### src/rtl/core/text_sprite_command_port_assert.svh
// Assertion helpers for the text and sprite command port.
// Both sample on the rising clock edge and are held off while reset is asserted.
`ifndef TEXT_SPRITE_COMMAND_PORT_ASSERT_SVH
`define TEXT_SPRITE_COMMAND_PORT_ASSERT_SVH

// A property that must hold at every sampled edge.
`define TSCP_ASSERT(lbl, prop, msg) \
	lbl: assert property (@(posedge clk) disable iff (!arst_n) (prop)) else $error(msg);

// An implication checked in the same cycle.
`define TSCP_ASSERT_IMP(lbl, ante, cons, msg) \
	lbl: assert property (@(posedge clk) disable iff (!arst_n) (ante) |-> (cons)) \
		else $error(msg);

`endif

### src/rtl/core/tscp_pkg.sv
package tscp_pkg;

	// Parameter buffer
	localparam int SYNC_PARAM_BYTES = 14;
	localparam int BUF_DEPTH        = 14;
	localparam int IDX_W            = 4;

	// Access kinds carried in tuser
	localparam logic [1:0] MODE_CMD    = 2'd0;
	localparam logic [1:0] MODE_PARAM  = 2'd1;
	localparam logic [1:0] MODE_STATUS = 2'd2;
	localparam logic [1:0] MODE_DATA   = 2'd3;

	// Command bytes
	localparam logic [7:0] OP_TIMING      = 8'h10;
	localparam logic [7:0] OP_DISPLAY_ON  = 8'h12;
	localparam logic [7:0] OP_DISPLAY_DEF = 8'h14;
	localparam logic [7:0] OP_CURSOR_DEF  = 8'h15;
	localparam logic [7:0] OP_SPRITE_ON   = 8'h82;
	localparam logic [7:0] OP_SPRITE_DEF  = 8'h84;

	// Parameter counts per command
	localparam logic [IDX_W-1:0] CNT_SYNC   = IDX_W'(SYNC_PARAM_BYTES);
	localparam logic [IDX_W-1:0] CNT_DSPON  = 4'd3;
	localparam logic [IDX_W-1:0] CNT_DSPDEF = 4'd6;
	localparam logic [IDX_W-1:0] CNT_CURDEF = 4'd1;
	localparam logic [IDX_W-1:0] CNT_SPRON  = 4'd3;

	// Completed-command codes
	localparam logic [2:0] DONE_NONE   = 3'd0;
	localparam logic [2:0] DONE_SYNC   = 3'd1;
	localparam logic [2:0] DONE_DSPON  = 3'd2;
	localparam logic [2:0] DONE_DSPDEF = 3'd3;
	localparam logic [2:0] DONE_CURDEF = 3'd4;
	localparam logic [2:0] DONE_SPRON  = 3'd5;

	// Memory operations
	localparam logic [1:0] MEMOP_NONE  = 2'd0;
	localparam logic [1:0] MEMOP_WRITE = 2'd1;
	localparam logic [1:0] MEMOP_SET   = 2'd2;
	localparam logic [1:0] MEMOP_CLR   = 2'd3;

	localparam logic [7:0] CURSOR_MASK = 8'h02;
	localparam logic [7:0] DATA_READ   = 8'hFF;

	// Parameter byte handling
	typedef enum logic [3:0] {
		HND_IDLE       = 4'b0001,
		HND_COUNTED    = 4'b0010,
		HND_SPR_OFFSET = 4'b0100,
		HND_SPR_DATA   = 4'b1000
	} handler_t;

	typedef logic [7:0] param_buf_t [BUF_DEPTH];

	typedef struct packed {
		logic [7:0]  read_data;
		logic        busy_res;
		logic [1:0]  mem_op;
		logic [15:0] mem_address;
		logic [7:0]  mem_data;
		logic [2:0]  done_command;
		logic [15:0] value_a;
		logic [8:0]  value_b;
		logic [7:0]  value_c;
		logic [4:0]  value_d;
	} res_t;

	typedef struct packed {
		res_t       res;
		logic [8:0] lines;
	} dec_t;

endpackage

### src/rtl/core/tscp_decode.sv
module tscp_decode (
	input  logic [2:0]          pending,
	input  tscp_pkg::param_buf_t p,
	input  logic [7:0]          sprite_high,
	input  logic [8:0]          screen_lines,
	output tscp_pkg::dec_t      dec
);
	import tscp_pkg::*;

	logic [8:0] lines;

	assign lines = {p[11][6], p[10]};

	// Turn the filled parameter buffer into the fields of the finished command
	always_comb begin
		dec = '0;
		dec.lines = lines;
		dec.res.done_command = pending;
		unique case (pending)
			DONE_SYNC: begin
				dec.res.value_a = 16'(lines);
				dec.res.value_b = 9'(p[0][7:6] == 2'b10);
				dec.res.value_c = 8'(lines != screen_lines);
			end
			DONE_DSPON: begin
				dec.res.value_a = {p[0], 8'h00};
			end
			DONE_DSPDEF: begin
				dec.res.value_a = {p[1], p[0]};
				dec.res.value_b = 9'(p[3]) + 9'd1;
				dec.res.value_c = p[4];
				dec.res.value_d = p[5][7:3];
			end
			DONE_CURDEF: begin
				dec.res.value_a     = 16'(p[0][7:3]);
				dec.res.value_b     = 9'(p[0][0]);
				dec.res.mem_op      = p[0][1] ? MEMOP_SET : MEMOP_CLR;
				dec.res.mem_address = {sprite_high, p[0][7:3], 3'b001};
				dec.res.mem_data    = CURSOR_MASK;
			end
			DONE_SPRON: begin
				dec.res.value_a = {p[0], 8'h00};
				dec.res.value_b = 9'(p[2][7:3]);
				dec.res.value_c = 8'(p[2][1]);
				dec.res.value_d = 5'(p[2][0]);
			end
			default: begin
				dec.res.done_command = DONE_NONE;
			end
		endcase
	end

endmodule

### src/rtl/core/text_sprite_command_port.sv
// Command and parameter front end of a text and sprite display processor.
// One bus access is taken as a beat on the slave side: tuser selects command
// write, parameter write, status read or data port read, and every beat gives
// exactly one result beat on the master side. A beat passes an input register
// and a result register, and the result register holds it until the master side
// takes it; one beat is taken every cycle while the master side is not stalled.
// Counted commands report their decoded fields on the beat of their last
// parameter byte; after SPRDEF every parameter byte after the offset becomes a
// sprite memory write request and busy stays set until the next command. Reads
// return busy in bit 2 and vsync in bit 6, or all ones for the data port.
`include "text_sprite_command_port_assert.svh"

module text_sprite_command_port (
	input  logic        clk,
	input  logic        arst_n,
	input  logic        s_axis_tvalid,
	output logic        s_axis_tready,
	input  logic [15:0] s_axis_tdata,  // [7:0] data_byte, [8] vsync_active, rest zero
	input  logic [1:0]  s_axis_tuser,  // [1:0] mode
	output logic        m_axis_tvalid,
	input  logic        m_axis_tready,
	// [7:0] read_data, [8] busy_res, [10:9] mem_op, [26:11] mem_address,
	// [34:27] mem_data, [37:35] done_command, [53:38] value_a, [62:54] value_b,
	// [70:63] value_c, [75:71] value_d, rest zero
	output logic [79:0] m_axis_tdata
);
	import tscp_pkg::*;

	logic             in_valid_s1;
	logic [1:0]       mode_s1;
	logic [7:0]       data_s1;
	logic             vsync_s1;

	handler_t         handler_q, handler_n;
	logic [IDX_W-1:0] remaining_q, remaining_n;
	logic [IDX_W-1:0] index_q, index_n;
	logic [2:0]       pending_q, pending_n;
	logic             busy_q, busy_n;
	logic [8:0]       lines_q, lines_n;
	logic [7:0]       sprite_high_q, sprite_high_n;
	logic [15:0]      offset_q, offset_n;
	param_buf_t       buf_q;
	param_buf_t       p_view;

	logic             out_valid_q;
	res_t             res_q, res_n;
	logic             advance;
	logic             buf_we;
	logic             decode_en;
	dec_t             dec;

	// Move a beat from the input register when the result register frees up
	assign advance       = in_valid_s1 && (!out_valid_q || m_axis_tready);
	assign s_axis_tready = !in_valid_s1 || advance;

	// Capture the incoming beat
	always_ff @(posedge clk or negedge arst_n) begin
		if (!arst_n) begin
			in_valid_s1 <= 1'b0;
		end else if (s_axis_tvalid && s_axis_tready) begin
			in_valid_s1 <= 1'b1;
		end else if (advance) begin
			in_valid_s1 <= 1'b0;
		end
	end

	always_ff @(posedge clk) begin
		if (s_axis_tvalid && s_axis_tready) begin
			mode_s1  <= s_axis_tuser;
			data_s1  <= s_axis_tdata[7:0];
			vsync_s1 <= s_axis_tdata[8];
		end
	end

	// Buffer as seen by the decode, including the byte written this beat
	always_comb begin
		for (int i = 0; i < BUF_DEPTH; i++) begin
			p_view[i] = (buf_we && index_q == IDX_W'(i)) ? data_s1 : buf_q[i];
		end
	end

	tscp_decode u_decode (
		.pending      (pending_q),
		.p            (p_view),
		.sprite_high  (sprite_high_q),
		.screen_lines (lines_q),
		.dec          (dec)
	);

	// Next state and result for the beat in the input register
	always_comb begin
		handler_n     = handler_q;
		remaining_n   = remaining_q;
		index_n       = index_q;
		pending_n     = pending_q;
		busy_n        = busy_q;
		lines_n       = lines_q;
		sprite_high_n = sprite_high_q;
		offset_n      = offset_q;
		buf_we        = 1'b0;
		decode_en     = 1'b0;
		res_n         = '0;

		unique case (mode_s1)
			MODE_CMD: begin
				index_n = '0;
				busy_n  = 1'b1;
				unique case (data_s1)
					OP_TIMING: begin
						remaining_n = CNT_SYNC;
						pending_n   = DONE_SYNC;
						handler_n   = HND_COUNTED;
					end
					OP_DISPLAY_ON: begin
						remaining_n = CNT_DSPON;
						pending_n   = DONE_DSPON;
						handler_n   = HND_COUNTED;
					end
					OP_DISPLAY_DEF: begin
						remaining_n = CNT_DSPDEF;
						pending_n   = DONE_DSPDEF;
						handler_n   = HND_COUNTED;
					end
					OP_CURSOR_DEF: begin
						remaining_n = CNT_CURDEF;
						pending_n   = DONE_CURDEF;
						handler_n   = HND_COUNTED;
					end
					OP_SPRITE_ON: begin
						remaining_n = CNT_SPRON;
						pending_n   = DONE_SPRON;
						handler_n   = HND_COUNTED;
					end
					OP_SPRITE_DEF: begin
						handler_n = HND_SPR_OFFSET;
					end
					default: begin
						handler_n = HND_IDLE;
						busy_n    = 1'b0;
					end
				endcase
			end
			MODE_PARAM: begin
				unique case (handler_q)
					HND_COUNTED: begin
						if (remaining_q != '0) begin
							buf_we      = index_q < IDX_W'(BUF_DEPTH);
							index_n     = index_q + IDX_W'(1);
							remaining_n = remaining_q - IDX_W'(1);
							if (remaining_q == IDX_W'(1)) begin
								handler_n = HND_IDLE;
								decode_en = 1'b1;
								busy_n    = 1'b0;
							end
						end
					end
					HND_SPR_OFFSET: begin
						offset_n  = 16'(data_s1);
						handler_n = HND_SPR_DATA;
					end
					HND_SPR_DATA: begin
						res_n.mem_op      = MEMOP_WRITE;
						res_n.mem_address = {sprite_high_q, 8'h00} + offset_q;
						res_n.mem_data    = data_s1;
						offset_n          = offset_q + 16'd1;
					end
					default: begin
					end
				endcase
			end
			MODE_STATUS: begin
				res_n.read_data = {1'b0, vsync_s1, 3'b000, busy_q, 2'b00};
			end
			default: begin
				res_n.read_data = DATA_READ;
			end
		endcase

		// Take the decoded fields of a finished command
		if (decode_en) begin
			res_n = dec.res;
			if (dec.res.done_command == DONE_SYNC) begin
				lines_n = dec.lines;
			end
			if (dec.res.done_command == DONE_SPRON) begin
				sprite_high_n = p_view[0];
			end
		end
		res_n.busy_res = busy_n;
	end

	// Control state
	always_ff @(posedge clk or negedge arst_n) begin
		if (!arst_n) begin
			handler_q     <= HND_IDLE;
			remaining_q   <= '0;
			index_q       <= '0;
			pending_q     <= DONE_NONE;
			busy_q        <= 1'b0;
			lines_q       <= '0;
			sprite_high_q <= '0;
			offset_q      <= '0;
		end else if (advance) begin
			handler_q     <= handler_n;
			remaining_q   <= remaining_n;
			index_q       <= index_n;
			pending_q     <= pending_n;
			busy_q        <= busy_n;
			lines_q       <= lines_n;
			sprite_high_q <= sprite_high_n;
			offset_q      <= offset_n;
		end
	end

	// Parameter buffer
	always_ff @(posedge clk) begin
		for (int i = 0; i < BUF_DEPTH; i++) begin
			if (advance && buf_we && index_q == IDX_W'(i)) begin
				buf_q[i] <= data_s1;
			end
		end
	end

	// Result register: hold until the beat is taken
	always_ff @(posedge clk or negedge arst_n) begin
		if (!arst_n) begin
			out_valid_q <= 1'b0;
		end else if (advance) begin
			out_valid_q <= 1'b1;
		end else if (m_axis_tready) begin
			out_valid_q <= 1'b0;
		end
	end

	always_ff @(posedge clk) begin
		if (advance) begin
			res_q <= res_n;
		end
	end

	assign m_axis_tvalid = out_valid_q;
	assign m_axis_tdata  = {4'b0000, res_q.value_d, res_q.value_c, res_q.value_b,
		res_q.value_a, res_q.done_command, res_q.mem_data, res_q.mem_address,
		res_q.mem_op, res_q.busy_res, res_q.read_data};

	// Busy tracks whether parameter bytes are still expected
	`TSCP_ASSERT(a_busy_handler, busy_q == (handler_q != HND_IDLE), "busy out of step with handler")
	`TSCP_ASSERT_IMP(a_counted_left, handler_q == HND_COUNTED, remaining_q != '0,
		"counted handler with no bytes left")
	`TSCP_ASSERT_IMP(a_done_not_busy, out_valid_q && res_q.done_command != DONE_NONE,
		!res_q.busy_res, "finished command still reports busy")

endmodule

### config.mk
export PLATFORM = sky130hd
export DESIGN_NAME = text_sprite_command_port
export DESIGN_NICKNAME = d
export VERILOG_FILES = /design/src/rtl/core/tscp_pkg.sv /design/src/rtl/core/tscp_decode.sv /design/src/rtl/core/text_sprite_command_port.sv
export VERILOG_INCLUDE_DIRS = /design/src /design/src/rtl/core
export SDC_FILE = /design/constraint.sdc
export NUM_CORES = 1
export LEC_CHECK = 0
export CELL_PAD_IN_SITES_DETAIL_PLACEMENT = 0
export CELL_PAD_IN_SITES_GLOBAL_PLACEMENT = 1
export CORE_ASPECT_RATIO = 0.9
export CORE_UTILIZATION = 47
export CTS_BUF_LIST = sky130_fd_sc_hd__clkbuf_16
export DETAILED_ROUTE_END_ITERATION = 16
export DONT_BUFFER_PORTS = 1
export HOLD_SLACK_MARGIN = 0.02
export PLACE_DENSITY = 0.73
export SLEW_MARGIN = 20
export SYNTH_ARGS = -nofsm -noshare
export SYNTH_HDL_FRONTEND = slang
export SYNTH_SLANG_ARGS = --single-unit
### constraint.sdc
create_clock -name clk -period 7.9 [get_ports clk]
set_input_delay 0 -clock clk [delete_from_list [all_inputs] [get_ports clk]]
set_output_delay 0 -clock clk [all_outputs]
set_load 0.1 [all_outputs]
==> Yosys cells after proc, flatten, opt, wreduce, memory -nomap -nowiden <==
Memory sizes are Yosys's and may differ from the RTL's.
Index checks and enable logic that the tools add are counted.
{ "totals": {"reg_bits": 138, "latch_bits": 0, "ramBits": 112, "rom_bits": 0, "input_bits": 22, "output_inout_bits": 82, "word_cells": 249, "memories": 1} }
{ "op_classes": {"addsub": 5, "multipliers": 0, "div": 0, "order_cmp": 1, "n_eq_ne": 40, "n_shift": 0, "mux": 116, "bitwise_logic": 0, "n_reduce_logical": 63} }
{ "memory_table": {"columns": ["name", "depth", "word_bits", "read_ports", "rd_clocked_by_memory_dff", "write_ports", "line", "text"], "rows": [
  ["buf_q", 14, 8, 8, 0, 1, "text_sprite_command_port.sv:42", "param_buf_t buf_q;"]
]} }
{ "ops": {"columns": ["cell", "count"], "rows": [
  ["8-bit 2-to-1 mux", 20],
  ["8-bit OR reduction", 13],
  ["4-bit 2-to-1 mux", 19],
  ["67-bit 2-to-1 mux", 1],
  ["16-bit one-hot mux with 4 select lines", 1],
  ["1-bit 2-to-1 mux", 57],
  ["25-bit 2-to-1 mux", 2],
  ["9-bit one-hot mux with 4 select lines", 1],
  ["8-bit by 5-bit equality test with 1-bit output, second input constant", 4],
  ["16-bit one-hot mux with 2 select lines", 1],
  ["4-bit one-hot mux with 2 select lines", 4],
  ["4-bit equality test, second input constant", 7],
  ["26-bit 2-to-1 mux", 1],
  ["1-bit logical AND", 25],
  ["8-bit one-hot mux with 3 select lines", 1],
  ["4-bit by 3-bit equality test with 1-bit output, second input constant", 5],
  ["16-bit by 1-bit adder with 16-bit output, second input constant", 1],
  ["16-bit adder", 1],
  ["8-bit equality test, second input constant", 2],
  ["4-bit one-hot mux with 4 select lines", 1],
  ["8-bit one-hot mux with 2 select lines", 1],
  ["3-bit one-hot mux with 5 select lines", 1],
  ["4-bit by 2-bit equality test with 1-bit output, second input constant", 3],
  ["3-bit AND reduction", 4],
  ["other kinds (32)", 49]
]} }

==> Longest topological paths before layout <==
{ "depth": {"word_depth": 22, "depth_mapped": 12, "depth_no_buf": 10} }

==> Hierarchy <==
From an unflattened synthesis, not the netlist that was laid out.
{ "hier_totals": {"hier_cells": 935, "hier_area_um2": 12228.0} }
{ "modules_own_cells": {"columns": ["module", "n_inst", "cells_per_inst", "area_each_um2", "seq_area_each_um2"], "rows": [
  ["text_sprite_command_port", 1, 775, 11119.4, 7253.2],
  ["tscp_decode", 1, 160, 1108.6, 0.0]
]} }

==> Least setup slack after synthesis <==
Ideal clock, no wire load.
{ "synth_path": {"kind": "register to register", "startpoint": "register out_valid_q (netlist: m_axis_tvalid)", "endpoint": "register lines_q[8]", "setup_ns": 0.134, "arrival_ns": 3.795, "t_required_ns": 7.766, "path_slack_ns": 3.971, "path_stages_with_launch": 9, "path_buffers": 2, "period_less_slack_ns": 3.929, "cell_sequence": "dfrtp_1 nor2b_1 nand2b_1 clkbuf_1 inv_1 nand3_1 clkbuf_1 nand2_1 o21ai_0"} }
{ "synth_between": {"elab_chain_cells": 4} }
{ "synth_lines": {"columns": ["element", "line", "text"], "rows": [
  ["start, declared", "text_sprite_command_port.sv:45", "logic out_valid_q;"],
  ["start signal, assigned", "text_sprite_command_port.sv:227", "out_valid_q <= 1'b0;"],
  ["start signal, assigned", "text_sprite_command_port.sv:229", "out_valid_q <= 1'b1;"],
  ["start signal, assigned", "text_sprite_command_port.sv:231", "out_valid_q <= 1'b0;"],
  ["1-bit logical NOT", "text_sprite_command_port.sv:53", "assign advance = in_valid_s1 && (!out_valid_q || m_axis_tready);"],
  ["1-bit logical OR", "text_sprite_command_port.sv:53", null],
  ["1-bit logical AND", "text_sprite_command_port.sv:53", null],
  ["net advance", "text_sprite_command_port.sv:47", "logic advance;"],
  ["3-bit AND reduction (no line)", null, null],
  ["end signal, assigned", "text_sprite_command_port.sv:209", "lines_q <= lines_n;"],
  ["end, declared", "text_sprite_command_port.sv:39", "logic [8:0] lines_q, lines_n;"]
]} }
The timed path passes the listed nets, and every way through them passes these cells.
A chain may end at the register's enable or synchronous reset.

==> Worst setup path after layout <==
{ "layout_path": {"startpoint": "register out_valid_q (netlist: m_axis_tvalid)", "endpoint": "register lines_q[3]"} }
The elaborated chain is that of the path after synthesis.

==> results by group <==
Clock tree
  • Total clock sinks: 186
  • CTS Root Cell: clkbuf_16
  • CTS clock-pin slew for the worst setup and hold paths: 70 ps
  • Clk buf depth: 2
  • CTS tree: done
  • CTS buffer count: 17
  • Worst skew pair latency: 440 ps
  • Htree depth: 4

Power
  • Power Density: 231 nW/um^2
  • P_leak: 3.71 nW
  • Max VDD drop: 154 uV

Worst hold path
  • Worst Hold Class: in -> reg

Floorplan
  • Die Ht: 134 um
  • Starting Density: 48.5%
  • Placeable Area: 18600 um^2
  • Rows: 47
  • Top-Level Pins: 104
  • Die X-Extent: 148 um
  • Die area: 19800 um^2

GRT
  • First-pass GRT wire length: 33.0 mm
  • Vias in the first global route: 6042
  • Global Route Usage Sum: 22.2%
  • Largest net degree at the start of global routing: 54
  • Initial antenna violation count: 0
  • Gr ovfl total: 0

Detailed routing
  • Vias: 6228
  • # DRC: 0
  • Post-detailed-route count of antenna-violating nets: 0
  • Drt via density: 5.98
  • Initial DRC count: 464
  • Routed length per instance: 20.5 um
  • Final wirelength: 21.3 mm
  • First-pass iteration count of the detailed router: 5

Synthesis
  • Seq cells post-synth: 186
  • Yosys top cell by area: edfxtp_1
  • Most frequent cell after synthesis: edfxtp_1
  • Syn Inst Count: 780
  • Ys Warns: 0
  • Mapped cell area: 9040 um^2
  • Synth Flop Type: edfxtp_1
  • Asr flop ratio synth: 27.4%
  • Area contributors post-synth: edfxtp_1 (45%), dfrtp_1 (14%), nor2_1 (3.5%), mux2i_1 (3.4%), nand2_1 (2.7%)
  • Yosys cell types: 73
  • Top cell type's share of synthesized area: 44.8%
  • Mean Syn Cell Area: 11.6 um^2
  • Sequential share of the synthesized area: 59.0%
  • Synth cell count leaders: edfxtp_1 (135), nor2_1 (85), nand2_1 (66)
  • Number of flops mapped to enable cells by yosys: 135

Worst setup path
  • Setup CP Type: reg -> reg
  • Critical path capture point type: flop
  • CP Max Fanout: 53
  • Required time worst endpoint: 8190 ps
  • Slowest-stage cell, CP: dfrtp_1
  • Crit-path max cell delay: 930 ps
  • Crit-path leading delay family: simple AND/OR/NAND/NOR gates
  • CP Cell Sequence: nor2b_1, nand2b_1, clkinv_2, buf_4, nand3_1, o21ai_0
  • Reg-to-reg slack, setup: 3880 ps
  • Startpoint types: flop
  • Critical path arrival: 4310 ps
  • Worst path bufs/invs: 2

STA
  • Clock Skews: 10.4 ps
  • Fmax: 0.249 GHz
  • Headroom to the max-slew limit: 36.6%
  • Period minus WS final: 4020 ps
  • Final Hold Viols: 0
  • Max Slew Vio Count: 0
  • Setup TNS: 0 ps
  • Post-route setup slack: 3880 ps
  • Worst-margin pin slew: 949 ps
  • Period Utilization, post-route: 50.9%
  • Unrepaired setup endpoints after global routing: false
  • Setup Viol. Count Final: 0

Layout
  • Area growth from synthesis to layout: 10.4%
  • Diode count: 0
  • Proportion of layout cells with a drive suffix above 1: 10.0%
  • Fill cells: 1561
  • Nets: 822

Place
  • Pre-CTS WS: 3810 ps
  • Port bufs: 0
  • Post-DP HPWL: 14.3 mm
  • Routability cong.: 0.830

Run status
  • Status: completed

Flow run
  • Max-Cap Viols: 0
-- registers in the layout, indices dropped and copies added, names as in the netlist --
| name | flops |
|---|---|
| index_q | 4 |
| in_valid_s1 | 1 |
| handler_q | 4 |
| m_axis_tvalid | 1 |
| sprite_high_q | 8 |
| remaining_q | 4 |
| busy_q | 1 |
| lines_q | 9 |
| pending_q | 3 |
| buf_q | 53 |
| vsync_s1 | 1 |
| mode_s1 | 2 |
| data_s1 | 8 |
| offset_q | 16 |
| m_axis_tdata | 71 |
-- path summary, 6_finish.rpt --
| kind | start | end | cells after the start |
|---|---|---|---|
| max in group asynchronous | arst_n | handler_q[0] | 2 |
| min in group asynchronous | arst_n | busy_q | 2 |
| max | m_axis_tvalid | lines_q[3] | 6 |
| min | m_axis_tready | m_axis_tvalid | 2 |
| min reg2reg | lines_q[8] | lines_q[8] | 2 |
| max reg2reg | m_axis_tvalid | lines_q[3] | 6 |
-- worst register-to-register path: stages (launching register included) --
cell      delay [ps]
dfrtp_1          930
nor2b_1          600
nand2b_1         530
clkinv_2         510
buf_4            500
nand3_1          630
o21ai_0          180
-- power breakdown --
group,switching (mW),leakage [nW],internal (mW)
combinational,0.116,1.46,0.0477
clock,0.387,0.274,0.440
sequential,0.216,1.97,1.10
-- metal layers --
metal	share of wire [%]	track usage (%)	routed length, um	up-vias
li1	-	-	-	2868
met1	46	30.6	9910	3092
met2	46	34.7	9920	237
met3	5.4	4.97	1160	31
met4	1.7	7.62	356	0
met5	0	0	0	-
-- metrics by stage --
stage	std cells	power [mW]	hold slack (ps)	cell area, um^2	utilization [%]
3_5_place_dp	996	1.49	-290	9260	49.7
5_1_grt	1042	2.38	38.9	9980	53.5
4_1_cts	1042	2.32	21.7	9980	53.5
3_3_place_gp	996	1.48	-290	9260	49.7
6_report	1042	2.31	24.6	9980	53.5
2_1_floorplan	783	1.44	-296	9050	-
-- cells by family (layout without fill, tap and decap cells) --
family / count (synthesis) / after routing / share of synthesized area, %
XOR/XNOR: 25 / 25 / 2.42
AO/OA/AOI/OAI: 161 / 161 / 12.0
flip-flops: 186 / 186 / 59.0
multiplexers: 51 / 51 / 5.92
other: 1 / 4 / 0.0415
adder cells (fa/ha/maj): 16 / 16 / 2.30
buffers and inverters: 65 / 79 / 3.24
AND/OR/NAND/NOR: 275 / 275 / 15.1
-- placed cells by master (no fill, tap or decap), types with 4 or more instances in the layout --
| cell type | instances |
|---|---|
| nor2_1 | 85 |
| a22oi_1 | 6 |
| o211ai_1 | 7 |
| mux2i_1 | 31 |
| nand4_1 | 12 |
| a21o_1 | 4 |
| nand3_1 | 21 |
| o21ai_0 | 48 |
| dfrtp_1 | 50 |
| conb_1 | 4 |
| nand2b_1 | 9 |
| or3_1 | 4 |
| dlygate4sd3_1 | 13 |
| and3_1 | 13 |
| inv_6 | 4 |
| inv_1 | 20 |
| nor3b_1 | 5 |
| edfxtp_1 | 135 |
| nor2b_1 | 8 |
| buf_4 | 11 |
| mux2_2 | 20 |
| a21boi_0 | 4 |
| ha_1 | 15 |
| and2_1 | 13 |
| clkbuf_16 | 17 |
| nand2_1 | 66 |
| clkinv_4 | 4 |
| a21oi_1 | 34 |
| a31oi_1 | 4 |
| a22o_1 | 8 |
| nor3_1 | 18 |
| o22ai_1 | 4 |
| a221oi_1 | 6 |
| xor2_1 | 9 |
| o21a_1 | 5 |
| xnor2_1 | 16 |
-- area by class of cell --
class	instances	area [um^2]	area share, %
Tap cell	245	307	3.07
Clock buffer	17	425	4.26
Inverter	21	80.1	0.802
Timing Repair Buffer	26	268	2.68
Multi-Input combinational cell	532	3430	34.4
Sequential cell	186	5330	53.4
Clock inverter	15	140	1.40
-- what timing repair did --
action / CTS / global route
buffers inserted: 0 / 0
gates resized for setup: 0 / 0
endpoints found under the hold margin: 63 / 0
hold buffers: 14 / 0
No activity file was read; power rests on OpenSTA's default activity.
